===== src/rtl/rrtt_pkg.sv =====
// ----------------------------------------------------------------------------
// rrtt_pkg
// Shared types and constants for the round-robin task table: command and
// status codes, request/response words, and the controller/datapath link.
// ----------------------------------------------------------------------------
package rrtt_pkg;

   // Command codes carried in the request word
   typedef enum logic [1:0] {
      CMD_SCHEDULE = 2'd0,
      CMD_CREATE   = 2'd1,
      CMD_EXIT     = 2'd2,
      CMD_NONE     = 2'd3
   } cmd_type;

   // Status codes carried in the response word
   typedef enum logic [1:0] {
      ST_OK         = 2'd0,
      ST_NO_SLOT    = 2'd1,
      ST_ALLOC_FAIL = 2'd2,
      ST_UNUSED     = 2'd3
   } stat_type;

   // Saved frame sizes
   localparam int unsigned KERNEL_FRAME_WORDS = 15;
   localparam int unsigned USER_FRAME_WORDS   = 17;
   localparam int unsigned WORD_BYTES         = 4;
   localparam logic [31:0] KERNEL_FRAME_BYTES = 32'(KERNEL_FRAME_WORDS * WORD_BYTES);
   localparam logic [31:0] USER_FRAME_BYTES   = 32'(USER_FRAME_WORDS * WORD_BYTES);

   // Request word
   typedef struct packed {
      logic [1:0]         command;
      logic [31:0]        saved_sp;
      logic [31:0]        stack_addr;
      logic [31:0]        dir_addr;
      logic               user_task;
      logic signed [31:0] exit_code;
   } req_type;

   // Response word
   typedef struct packed {
      logic [1:0]         status;
      logic [2:0]         slot;
      logic [31:0]        resume_sp;
      logic               switched;
      logic [31:0]        next_dir;
      logic [31:0]        kernel_stack_top;
      logic [31:0]        release_stack;
      logic [31:0]        release_dir;
      logic               others_ready;
      logic signed [31:0] recorded_code;
   } rsp_type;

   // Controller to datapath commands
   typedef struct packed {
      logic capture;
      logic step;
      logic finish;
   } ctl_type;

   // Datapath to controller status
   typedef struct packed {
      cmd_type cmd;
      logic    hit;
      logic    switch_req;
   } sts_type;

endpackage


===== src/rtl/rrtt_ram.sv =====
// ----------------------------------------------------------------------------
// rrtt_ram
// Generic single-write, single-read RAM with registered read data.
// ----------------------------------------------------------------------------
module rrtt_ram #(
   parameter int WIDTH = 32,
   parameter int DEPTH = 8
) (
   input  logic                     clock,
   input  logic                     wr_en,
   input  logic [$clog2(DEPTH)-1:0] wr_addr,
   input  logic [WIDTH-1:0]         wr_data,
   input  logic [$clog2(DEPTH)-1:0] rd_addr,
   output logic [WIDTH-1:0]         rd_data
);

   logic [WIDTH-1:0] mem_ff [DEPTH];
   logic [WIDTH-1:0] rd_data_ff;

   // Write port and registered read port
   always_ff @(posedge clock) begin
      if (wr_en) begin
         mem_ff[wr_addr] <= wr_data;
      end
      rd_data_ff <= mem_ff[rd_addr];
   end

   assign rd_data = rd_data_ff;

endmodule


===== src/rtl/rrtt_ctrl.sv =====
// ----------------------------------------------------------------------------
// rrtt_ctrl
// Sequencer for the task table: accepts a command, steps the slot scan,
// waits out the table read and strobes the response.
// ----------------------------------------------------------------------------
module rrtt_ctrl (
   input  logic              clock,
   input  logic              reset,
   input  logic              start,
   input  logic [1:0]        command,
   input  rrtt_pkg::sts_type sts,
   output rrtt_pkg::ctl_type ctl,
   output logic              busy,
   output logic              rsp_strobe
);

   typedef enum logic [1:0] {
      S_IDLE,
      S_SCAN,
      S_READ,
      S_FINISH
   } state_type;

   state_type state_ff;
   state_type state_in;
   logic      strobe_ff;
   logic      strobe_in;

   // Commands to the datapath
   always_comb begin
      ctl.capture = (state_ff == S_IDLE) && start;
      ctl.step    = (state_ff == S_SCAN) && !sts.hit;
      ctl.finish  = (state_ff == S_FINISH);
   end

   // Next state
   always_comb begin
      state_in  = state_ff;
      strobe_in = 1'b0;
      unique case (state_ff)
         S_IDLE: begin
            if (start) begin
               unique case (rrtt_pkg::cmd_type'(command))
                  rrtt_pkg::CMD_SCHEDULE: state_in = S_SCAN;
                  rrtt_pkg::CMD_CREATE:   state_in = S_SCAN;
                  rrtt_pkg::CMD_EXIT:     state_in = S_READ;
                  rrtt_pkg::CMD_NONE:     state_in = S_FINISH;
               endcase
            end
         end
         S_SCAN: begin
            if (sts.hit) begin
               if (sts.cmd == rrtt_pkg::CMD_SCHEDULE && sts.switch_req) begin
                  state_in = S_READ;
               end else begin
                  state_in = S_FINISH;
               end
            end
         end
         S_READ: begin
            state_in = S_FINISH;
         end
         S_FINISH: begin
            state_in  = S_IDLE;
            strobe_in = 1'b1;
         end
      endcase
   end

   // State and registered strobe
   always_ff @(posedge clock) begin
      if (reset) begin
         state_ff  <= S_IDLE;
         strobe_ff <= 1'b0;
      end else begin
         state_ff  <= state_in;
         strobe_ff <= strobe_in;
      end
   end

   assign busy       = (state_ff != S_IDLE);
   assign rsp_strobe = strobe_ff;

endmodule


===== src/rtl/rrtt_dpath.sv =====
// ----------------------------------------------------------------------------
// rrtt_dpath
// Task table datapath: slot flags, scan pointer, stack pointer and context
// RAMs, and the response register.
// ----------------------------------------------------------------------------
module rrtt_dpath #(
   parameter int SLOTS       = 8,
   parameter int STACK_BYTES = 4096
) (
   input  logic              clock,
   input  logic              reset,
   input  logic              csr_we,
   input  logic [31:0]       csr_wdata,
   input  rrtt_pkg::req_type req_word,
   input  rrtt_pkg::ctl_type ctl,
   output rrtt_pkg::sts_type sts,
   output rrtt_pkg::rsp_type rsp_word
);

   localparam int SW  = $clog2(SLOTS);
   localparam int HW  = $clog2(SLOTS + 1);
   localparam int HW1 = HW + 1;
   localparam int SW3 = SW + 3;
   localparam logic [31:0] STACK_SPAN = 32'(STACK_BYTES);

   // Round-robin increment below the high-water mark
   function automatic logic [SW-1:0] wrap_inc(input logic [SW-1:0] idx,
                                              input logic [HW-1:0] lim);
      logic [HW:0] nx;
      nx = HW1'(idx) + 1'b1;
      if (nx == HW1'(lim)) begin
         return '0;
      end
      return nx[SW-1:0];
   endfunction

   // Slot index as the 3-bit response field
   function automatic logic [2:0] slot3(input logic [SW-1:0] idx);
      logic [SW+2:0] w;
      w = SW3'(idx);
      return w[2:0];
   endfunction

   // Control state
   logic [SLOTS-1:0]   used_ff, used_in;
   logic [HW-1:0]      cnt_ff, cnt_in;
   logic [SW-1:0]      run_ff, run_in;
   logic [HW-1:0]      hw_ff, hw_in;
   logic               boot_ff, boot_in;
   logic signed [31:0] last_ff, last_in;
   logic [31:0]        kdir_ff;

   // Payload
   rrtt_pkg::req_type  req_ff;
   rrtt_pkg::rsp_type  rsp_ff, rsp_in;
   logic [SW-1:0]      ptr_ff, ptr_in;
   logic [31:0]        top_ff;

   // Table RAM ports
   logic               sp_we;
   logic [SW-1:0]      sp_waddr;
   logic [31:0]        sp_wdata;
   logic [31:0]        sp_rd;
   logic               ctx_we;
   logic [63:0]        ctx_rd;
   logic [SW-1:0]      rd_addr;

   rrtt_pkg::cmd_type  cmd;
   rrtt_pkg::cmd_type  new_cmd;
   logic               boot_sel;
   logic [31:0]        eff_stack;
   logic [31:0]        eff_dir;
   logic [31:0]        frame;
   logic [31:0]        new_sp;
   logic               create_ok;

   assign cmd     = rrtt_pkg::cmd_type'(req_ff.command);
   assign new_cmd = rrtt_pkg::cmd_type'(req_word.command);

   // Status to the controller
   always_comb begin
      sts.cmd        = cmd;
      sts.switch_req = (ptr_ff != run_ff);
      if (cmd == rrtt_pkg::CMD_SCHEDULE) begin
         sts.hit = used_ff[ptr_ff] || (ptr_ff == run_ff);
      end else begin
         sts.hit = !used_ff[ptr_ff] || (ptr_ff == SW'(SLOTS - 1));
      end
   end

   // Scan pointer: next slot after the running one, or slot zero for create
   always_comb begin
      ptr_in = ptr_ff;
      if (ctl.capture) begin
         ptr_in = (new_cmd == rrtt_pkg::CMD_SCHEDULE) ? wrap_inc(run_ff, hw_ff) : '0;
      end else if (ctl.step) begin
         ptr_in = (cmd == rrtt_pkg::CMD_SCHEDULE) ? wrap_inc(ptr_ff, hw_ff)
                                                  : ptr_ff + 1'b1;
      end
   end

   // Table read: exit reads the running slot, schedule the chosen one
   assign rd_addr = (cmd == rrtt_pkg::CMD_EXIT) ? run_ff : ptr_ff;

   // Boot task in slot zero has no stack and follows the kernel directory
   always_comb begin
      boot_sel  = boot_ff && (rd_addr == '0);
      eff_stack = boot_sel ? 32'd0 : ctx_rd[63:32];
      eff_dir   = boot_sel ? kdir_ff : ctx_rd[31:0];
      frame     = req_ff.user_task ? rrtt_pkg::USER_FRAME_BYTES
                                   : rrtt_pkg::KERNEL_FRAME_BYTES;
      new_sp    = top_ff - frame;
   end

   // Command completion
   always_comb begin
      used_in   = used_ff;
      cnt_in    = cnt_ff;
      run_in    = run_ff;
      hw_in     = hw_ff;
      boot_in   = boot_ff;
      last_in   = last_ff;
      rsp_in    = '0;
      create_ok = 1'b0;
      unique case (cmd)
         rrtt_pkg::CMD_SCHEDULE: begin
            run_in           = ptr_ff;
            rsp_in.slot      = slot3(ptr_ff);
            if (ptr_ff != run_ff) begin
               rsp_in.switched         = 1'b1;
               rsp_in.resume_sp        = sp_rd;
               rsp_in.next_dir         = eff_dir;
               rsp_in.kernel_stack_top = (eff_stack != 32'd0) ? eff_stack + STACK_SPAN
                                                               : 32'd0;
            end else begin
               rsp_in.resume_sp = req_ff.saved_sp;
            end
         end
         rrtt_pkg::CMD_CREATE: begin
            if (used_ff[ptr_ff]) begin
               rsp_in.status = rrtt_pkg::ST_NO_SLOT;
            end else if (req_ff.stack_addr == 32'd0 || req_ff.dir_addr == 32'd0) begin
               rsp_in.status = rrtt_pkg::ST_ALLOC_FAIL;
            end else begin
               create_ok               = 1'b1;
               used_in[ptr_ff]         = 1'b1;
               cnt_in                  = cnt_ff + 1'b1;
               if (HW'(ptr_ff) >= hw_ff) begin
                  hw_in = HW'(ptr_ff) + 1'b1;
               end
               rsp_in.slot             = slot3(ptr_ff);
               rsp_in.resume_sp        = new_sp;
               rsp_in.kernel_stack_top = top_ff;
            end
         end
         rrtt_pkg::CMD_EXIT: begin
            last_in     = req_ff.exit_code;
            rsp_in.slot = slot3(run_ff);
            if (used_ff[run_ff]) begin
               rsp_in.release_stack = eff_stack;
               if (eff_dir != 32'd0 && eff_dir != kdir_ff) begin
                  rsp_in.release_dir = eff_dir;
               end
               used_in[run_ff] = 1'b0;
               cnt_in          = cnt_ff - 1'b1;
               if (run_ff == '0) begin
                  boot_in = 1'b0;
               end
            end
         end
         rrtt_pkg::CMD_NONE: begin
            rsp_in.slot = slot3(run_ff);
         end
      endcase
      // all used slots sit below the high-water mark
      rsp_in.others_ready  = (cnt_in > HW'(used_in[run_in]));
      rsp_in.recorded_code = last_in;
   end

   // Stack pointer RAM writes: schedule saves at capture, create at finish
   always_comb begin
      if (ctl.capture) begin
         sp_we    = (new_cmd == rrtt_pkg::CMD_SCHEDULE);
         sp_waddr = run_ff;
         sp_wdata = req_word.saved_sp;
      end else begin
         sp_we    = ctl.finish && create_ok;
         sp_waddr = ptr_ff;
         sp_wdata = new_sp;
      end
      ctx_we = ctl.finish && create_ok;
   end

   rrtt_ram #(
      .WIDTH (32),
      .DEPTH (SLOTS)
   ) u_sp_ram (
      .clock   (clock),
      .wr_en   (sp_we),
      .wr_addr (sp_waddr),
      .wr_data (sp_wdata),
      .rd_addr (rd_addr),
      .rd_data (sp_rd)
   );

   rrtt_ram #(
      .WIDTH (64),
      .DEPTH (SLOTS)
   ) u_ctx_ram (
      .clock   (clock),
      .wr_en   (ctx_we),
      .wr_addr (ptr_ff),
      .wr_data ({req_ff.stack_addr, req_ff.dir_addr}),
      .rd_addr (rd_addr),
      .rd_data (ctx_rd)
   );

   // Control state registers
   always_ff @(posedge clock) begin
      if (reset) begin
         used_ff <= SLOTS'(1);
         cnt_ff  <= HW'(1);
         run_ff  <= '0;
         hw_ff   <= HW'(1);
         boot_ff <= 1'b1;
         last_ff <= '0;
         kdir_ff <= '0;
      end else begin
         if (ctl.finish) begin
            used_ff <= used_in;
            cnt_ff  <= cnt_in;
            run_ff  <= run_in;
            hw_ff   <= hw_in;
            boot_ff <= boot_in;
            last_ff <= last_in;
         end
         if (csr_we) begin
            kdir_ff <= csr_wdata;
         end
      end
   end

   // Payload registers
   always_ff @(posedge clock) begin
      if (ctl.capture) begin
         req_ff <= req_word;
      end
      if (ctl.finish) begin
         rsp_ff <= rsp_in;
      end
      ptr_ff <= ptr_in;
      top_ff <= req_ff.stack_addr + STACK_SPAN;
   end

   assign rsp_word = rsp_ff;

endmodule


===== src/rtl/round_robin_task_table.sv =====
// ----------------------------------------------------------------------------
// round_robin_task_table
// Task slot table with round-robin dispatch: create, schedule and exit
// commands over SLOTS slots, one response word per command.
// ----------------------------------------------------------------------------
// A command word is taken when start is high and busy is low; exactly one
// response word follows on rsp_word, marked by rsp_strobe for one cycle, and
// it must be taken in that cycle. Busy stays high from the accepting edge
// until the response is loaded. The slot scan tests one slot per cycle: a
// schedule scans from the slot after the running one, wrapping below the
// high-water mark, and reads the table when it moves to another slot; a
// create scans up from slot zero to the lowest free slot, or to the last
// slot when the table is full. A new command may be started in the cycle
// the response is strobed. csr_wdata loads the kernel page directory and
// should only be written while no command is in flight.
// ----------------------------------------------------------------------------
module round_robin_task_table #(
   parameter int SLOTS       = 8,
   parameter int STACK_BYTES = 4096
) (
   input  logic              clock,
   input  logic              reset,
   input  logic              start,
   output logic              busy,
   input  rrtt_pkg::req_type req_word,
   output logic              rsp_strobe,
   output rrtt_pkg::rsp_type rsp_word,
   input  logic              csr_we,
   input  logic [31:0]       csr_wdata
);

   rrtt_pkg::ctl_type ctl;
   rrtt_pkg::sts_type sts;

   // Sequencer
   rrtt_ctrl u_ctrl (
      .clock      (clock),
      .reset      (reset),
      .start      (start),
      .command    (req_word.command),
      .sts        (sts),
      .ctl        (ctl),
      .busy       (busy),
      .rsp_strobe (rsp_strobe)
   );

   // Table and response datapath
   rrtt_dpath #(
      .SLOTS       (SLOTS),
      .STACK_BYTES (STACK_BYTES)
   ) u_dpath (
      .clock     (clock),
      .reset     (reset),
      .csr_we    (csr_we),
      .csr_wdata (csr_wdata),
      .req_word  (req_word),
      .ctl       (ctl),
      .sts       (sts),
      .rsp_word  (rsp_word)
   );

endmodule


===== config.mk =====
export PLATFORM = sky130hd
export DESIGN_NAME = round_robin_task_table
export DESIGN_NICKNAME = d
export VERILOG_FILES = /design/src/rtl/rrtt_pkg.sv /design/src/rtl/rrtt_ram.sv /design/src/rtl/rrtt_ctrl.sv /design/src/rtl/rrtt_dpath.sv /design/src/rtl/round_robin_task_table.sv
export SDC_FILE = /design/constraint.sdc
export NUM_CORES = 2
export LEC_CHECK = 0
export BUFFER_PORTS_ARGS = -buffer_cell sky130_fd_sc_hd__buf_2
export CAP_MARGIN = 15
export CORE_AREA = 3 3 339 341
export CTS_CLUSTER_SIZE = 8
export DETAILED_ROUTE_END_ITERATION = 10
export DIE_AREA = 0 0 342 344
export SLEW_MARGIN = 30
export SYNTH_ARGS = -nofsm -noshare
export SYNTH_HDL_FRONTEND = slang
export SYNTH_SLANG_ARGS = --single-unit
export TNS_END_PERCENT = 10

===== constraint.sdc =====
create_clock -name clock -period 14.2 [get_ports clock]
set_input_delay 2.84 -clock clock [delete_from_list [all_inputs] [get_ports clock]]
set_output_delay 2.84 -clock clock [all_outputs]
set_load 0.02 [all_outputs]

==> results.txt <==
* Outcome: completed
- In the global route stage, overall resource usage came out at 0.217.
- Endpoint of the worst register-to-register path: u_dpath.rsp_word[115]$_DFFE_PP_
- For this block, the via count after detailed routing is 27800.
* Routed WL per cell: between 20 and 30 um
- Timing would allow up to 0.193 GHz.
- Worst-path fanout max: 93
- Tcrit/Tclk final: 0.364
- IR drop worst, VDD: roughly 0.17 mV
* Crit path kind: input port to register
* Reg-to-Reg Start: u_dpath.cmd[0]$_DFFE_PP_
- Setup violations remaining at the end of the flow were counted as 0.
- Depth of the most critical reg-to-reg path: 11
* Pleak: 20.5 nW
- The first global-routing pass estimated 188 mm of wire.
- For this configuration, the core starts out at a cell density of 0.449.
* Combinational share of power: 0.233
* Share of power burned in registers: 0.438
- Setup fix buffers added after clock tree synthesis: 0
- Required time of the worst setup path: around 15 ns
- Following the worst setup path forward leads to its endpoint at u_dpath.u_sp_ram.mem_ff[3][18]$_DFFE_PP_.
- Number of buffers on the longest clock path: 3
* Placement Cell Area: 54300 um^2
- Relative to the synthesized area, the layout overhead comes to 18.4%.
* Vias in the first global route: 28400
* FFs w/ async S/R, synth: 0
* Predominant post-synthesis flop cell: edfxtp_1
- TritonCTS built the clock tree.
- Final HPWL DP: 78.7 mm
- After floorplanning, the core was divided into 123 placement rows.
* Final cell area excluding filler cells: 59700 um^2
- Actual transition at the worst max-transition pin: 1.04 ns
- Switching Share: 0.302
* Clk Tree Root Cell: clkbuf_16
* I/O Buffers: 367
- Dividing the detail-routed via count by the number of cells gives 5.57.
- Clock skew on the completed layout was measured at 0.0294 ns.
- Final Hold Violating Endpoints: 0
* Clk pwr share: 0.329
- Post-Syn Area per Cell: 17.6 um^2
* Relative slew margins: 0.308
- Min Clock Period, post-route: 5.17 ns
* Net count after synthesis: 3064
- Clock edge transition at the registers on the reported setup and hold paths: 0.05 ns
- Placer congestion estimate: roughly 0.85
- Setup repair after global routing left no endpoint under its margin.
* Cell count after placement: approximately 4600
- Hold-fix buffers at CTS: 0
- The worst setup path is launched from an input port.
- Initial antenna violation count: 9
- The first detailed-routing pass took 5 iterations.
* Flops & latches, synth: 1316
* Largest net degree at the start of global routing: 173
- The number of clock buffers added by TritonCTS is 183.
* Vertical extent of the die: 344 um
- The die covers 118000 um^2.
- Aggregate negative setup slack: 0 ns
* Pwr Density: 206 nW/um^2
- Yosys mapped a number of flops with a built-in enable equal to 1101.
- In the final layout, the share of cells above drive strength 1 is 0.294.
* Max-cap viol count: 0
- For this run the aggregate overflow at the end of global routing stands at 0.
- Core Footprint: 112000 um^2
* Non-filler cells in the finished layout: about 5000
* Reg-to-reg slack, setup: between 9 and 10 ns
- CTS-repair resized insts: 0
- Htree depth: 4
* Antenna-violating nets left: 0
- The mapped netlist covers between 50000 and 60000 um^2.
- For this block, the initial DRC count from the detailed router was 2564.
* Layout net count: approximately 3500
- The number of max-slew violations in the final report is 0.
- STA classifies the critical path endpoint as a register.
* Count of unique library cells instantiated by Yosys: 76
* Fraction of the yosys area taken by sequential cells: 0.741
* Remaining routing DRC violations: 0
- During synthesis, Yosys emitted a total of 0 warnings.
* Cell internal pwr: 8.60 mW
- For the worst-skew pair, the clock arrives at the later sink with an insertion delay of 0.77 ns.
- The worst hold path belongs to the class register to register.
* Syn Inst Count: between 2000 and 3000
* Beginning of the critical path: start
* Clock tree sinks: between 1000 and 1500
- After detailed routing, the total wire length is 129 mm.
* Crit path DAT: 5.54 ns
* Ports: 368
- Net switching power: 3.72 mW
* Floorplan die width: between 300 and 400 um
worst min-delay path by stage:
stage	start	endpoint	slack (ns)	cells past startpoint
6_report	u_dpath.last_ff[0]$_SDFFE_PP0P_	u_dpath.last_ff[0]$_SDFFE_PP0P_	0.48	2
5_1_grt	u_dpath.last_ff[16]$_SDFFE_PP0P_	u_dpath.last_ff[16]$_SDFFE_PP0P_	0.50	2
4_1_cts	u_dpath.last_ff[26]$_SDFFE_PP0P_	u_dpath.last_ff[26]$_SDFFE_PP0P_	0.48	2
3_5_place_dp	u_dpath.last_ff[26]$_SDFFE_PP0P_	u_dpath.last_ff[26]$_SDFFE_PP0P_	0.47	2
3_3_place_gp	u_dpath.last_ff[8]$_SDFFE_PP0P_	u_dpath.last_ff[8]$_SDFFE_PP0P_	0.47	2
2_1_floorplan	u_dpath.boot_ff$_SDFFE_PP1P_	u_dpath.boot_ff$_SDFFE_PP1P_	0.45	2
registers in the layout, indices dropped and copies added (netlist names):
signal	cells
u_ctrl.rsp_strobe	1
u_ctrl.state_ff	2
u_dpath.boot_ff	1
u_dpath.cmd	2
u_dpath.cnt_ff	4
u_dpath.hw_ff	4
u_dpath.kdir_ff	32
u_dpath.last_ff	32
u_dpath.ptr_ff	3
u_dpath.req_ff	129
u_dpath.rsp_word	199
u_dpath.run_ff	3
u_dpath.top_ff	32
u_dpath.u_ctx_ram.mem_ff	512
u_dpath.u_ctx_ram.rd_data	64
u_dpath.u_sp_ram.mem_ff	256
u_dpath.u_sp_ram.rd_data	32
u_dpath.used_ff	8
worst max-delay path, stage by stage:
cell and delay, ns:
buf_2 0.11, nand2_2 0.05, buf_4 0.58, inv_8 0.44, or3_1 0.67, o22ai_4 0.19
buf_4 0.55
kinds of logic (layout without fill, tap and decap cells):
kind of cell / after synthesis / count (layout) / synth area share
compound gates: 237 / 237 / 0.0293
xor+xnor: 104 / 104 / 0.0181
fa+ha+maj: 27 / 27 / 0.00685
buf+inv: 173 / 791 / 0.0133
flops: 1316 / 1316 / 0.741
mux: 402 / 402 / 0.132
other cells: 0 / 6 / 0
simple gates: 611 / 611 / 0.0593
power by group through the flow:
| stage | combinational, mW | sequential, mW | clock (mW) |
|---|---|---|---|
| global route | 3.11 | 5.43 | 4.30 |
| CTS | 2.91 | 5.39 | 4.13 |
| floorplan | 1.97 | 5.33 | 0 |
| global placement | 2.84 | 5.44 | 0 |
| finish | 2.87 | 5.39 | 4.05 |
| detailed placement | 2.89 | 5.46 | 0 |
Yosys cell counts, types with 23 or more instances:
library cell | n | share of area
clkbuf_1 | 96 | 0.0071
inv_1 | 33 | 0.0025
buf_1 | 27 | 0.0020
nor2_1 | 175 | 0.013
xnor2_1 | 68 | 0.012
nor4_1 | 32 | 0.0040
mux2i_1 | 44 | 0.0087
edfxtp_1 | 1101 | 0.66
xor2_1 | 36 | 0.0063
a21oi_1 | 80 | 0.0079
nor3_1 | 51 | 0.0051
mux4_2 | 194 | 0.087
o21ai_0 | 56 | 0.0056
dfxtp_1 | 215 | 0.085
and2_1 | 65 | 0.0081
nand2_1 | 175 | 0.013
ha_1 | 26 | 0.0065
nand4_1 | 23 | 0.0029
mux2_2 | 164 | 0.037
final cells by class:
cell class / instances / area, um^2
repair buffers: 418 / 2290
well taps: 1500 / 1880
flip-flops and latches: 1316 / 37400
fillers: 8904 / 52500
clock buffers: 325 / 5190
clock inverters: 14 / 218
inverters: 34 / 135
diodes: 6 / 15.0
multi-input cells: 1381 / 12600
placed cells by master (no fill, tap or decap), drive strengths merged, types with 65 or more instances in the layout:
cell | netlist | final
o21ai | 65 | 65
buf | 43 | 418
xnor2 | 68 | 68
clkbuf | 96 | 325
mux4 | 194 | 194
and2 | 66 | 66
edfxtp | 1101 | 1101
nand2 | 175 | 175
dfxtp | 215 | 215
mux2 | 164 | 164
nor2 | 175 | 175
a21oi | 80 | 80
metrics by stage:
stage	power [mW]	setup slack, ns	hold WS (ns)	utilization
2_1_floorplan	7.30	3.47	0.448	-
3_3_place_gp	8.28	8.10	0.466	0.483
3_5_place_dp	8.36	8.14	0.474	0.484
4_1_cts	12.4	8.97	0.480	0.532
5_1_grt	12.8	8.91	0.501	0.532
6_report	12.3	9.03	0.477	0.532
per-layer routing:
metal	GRT usage	share of wire	vias to the layer above
li1	-	-	12100
met1	0.303	0.42	14400
met2	0.346	0.48	1114
met3	0.0430	0.072	215
met4	0.0694	0.025	4
met5	0	0.00019	-
No activity file was read; power rests on OpenSTA's default activity.
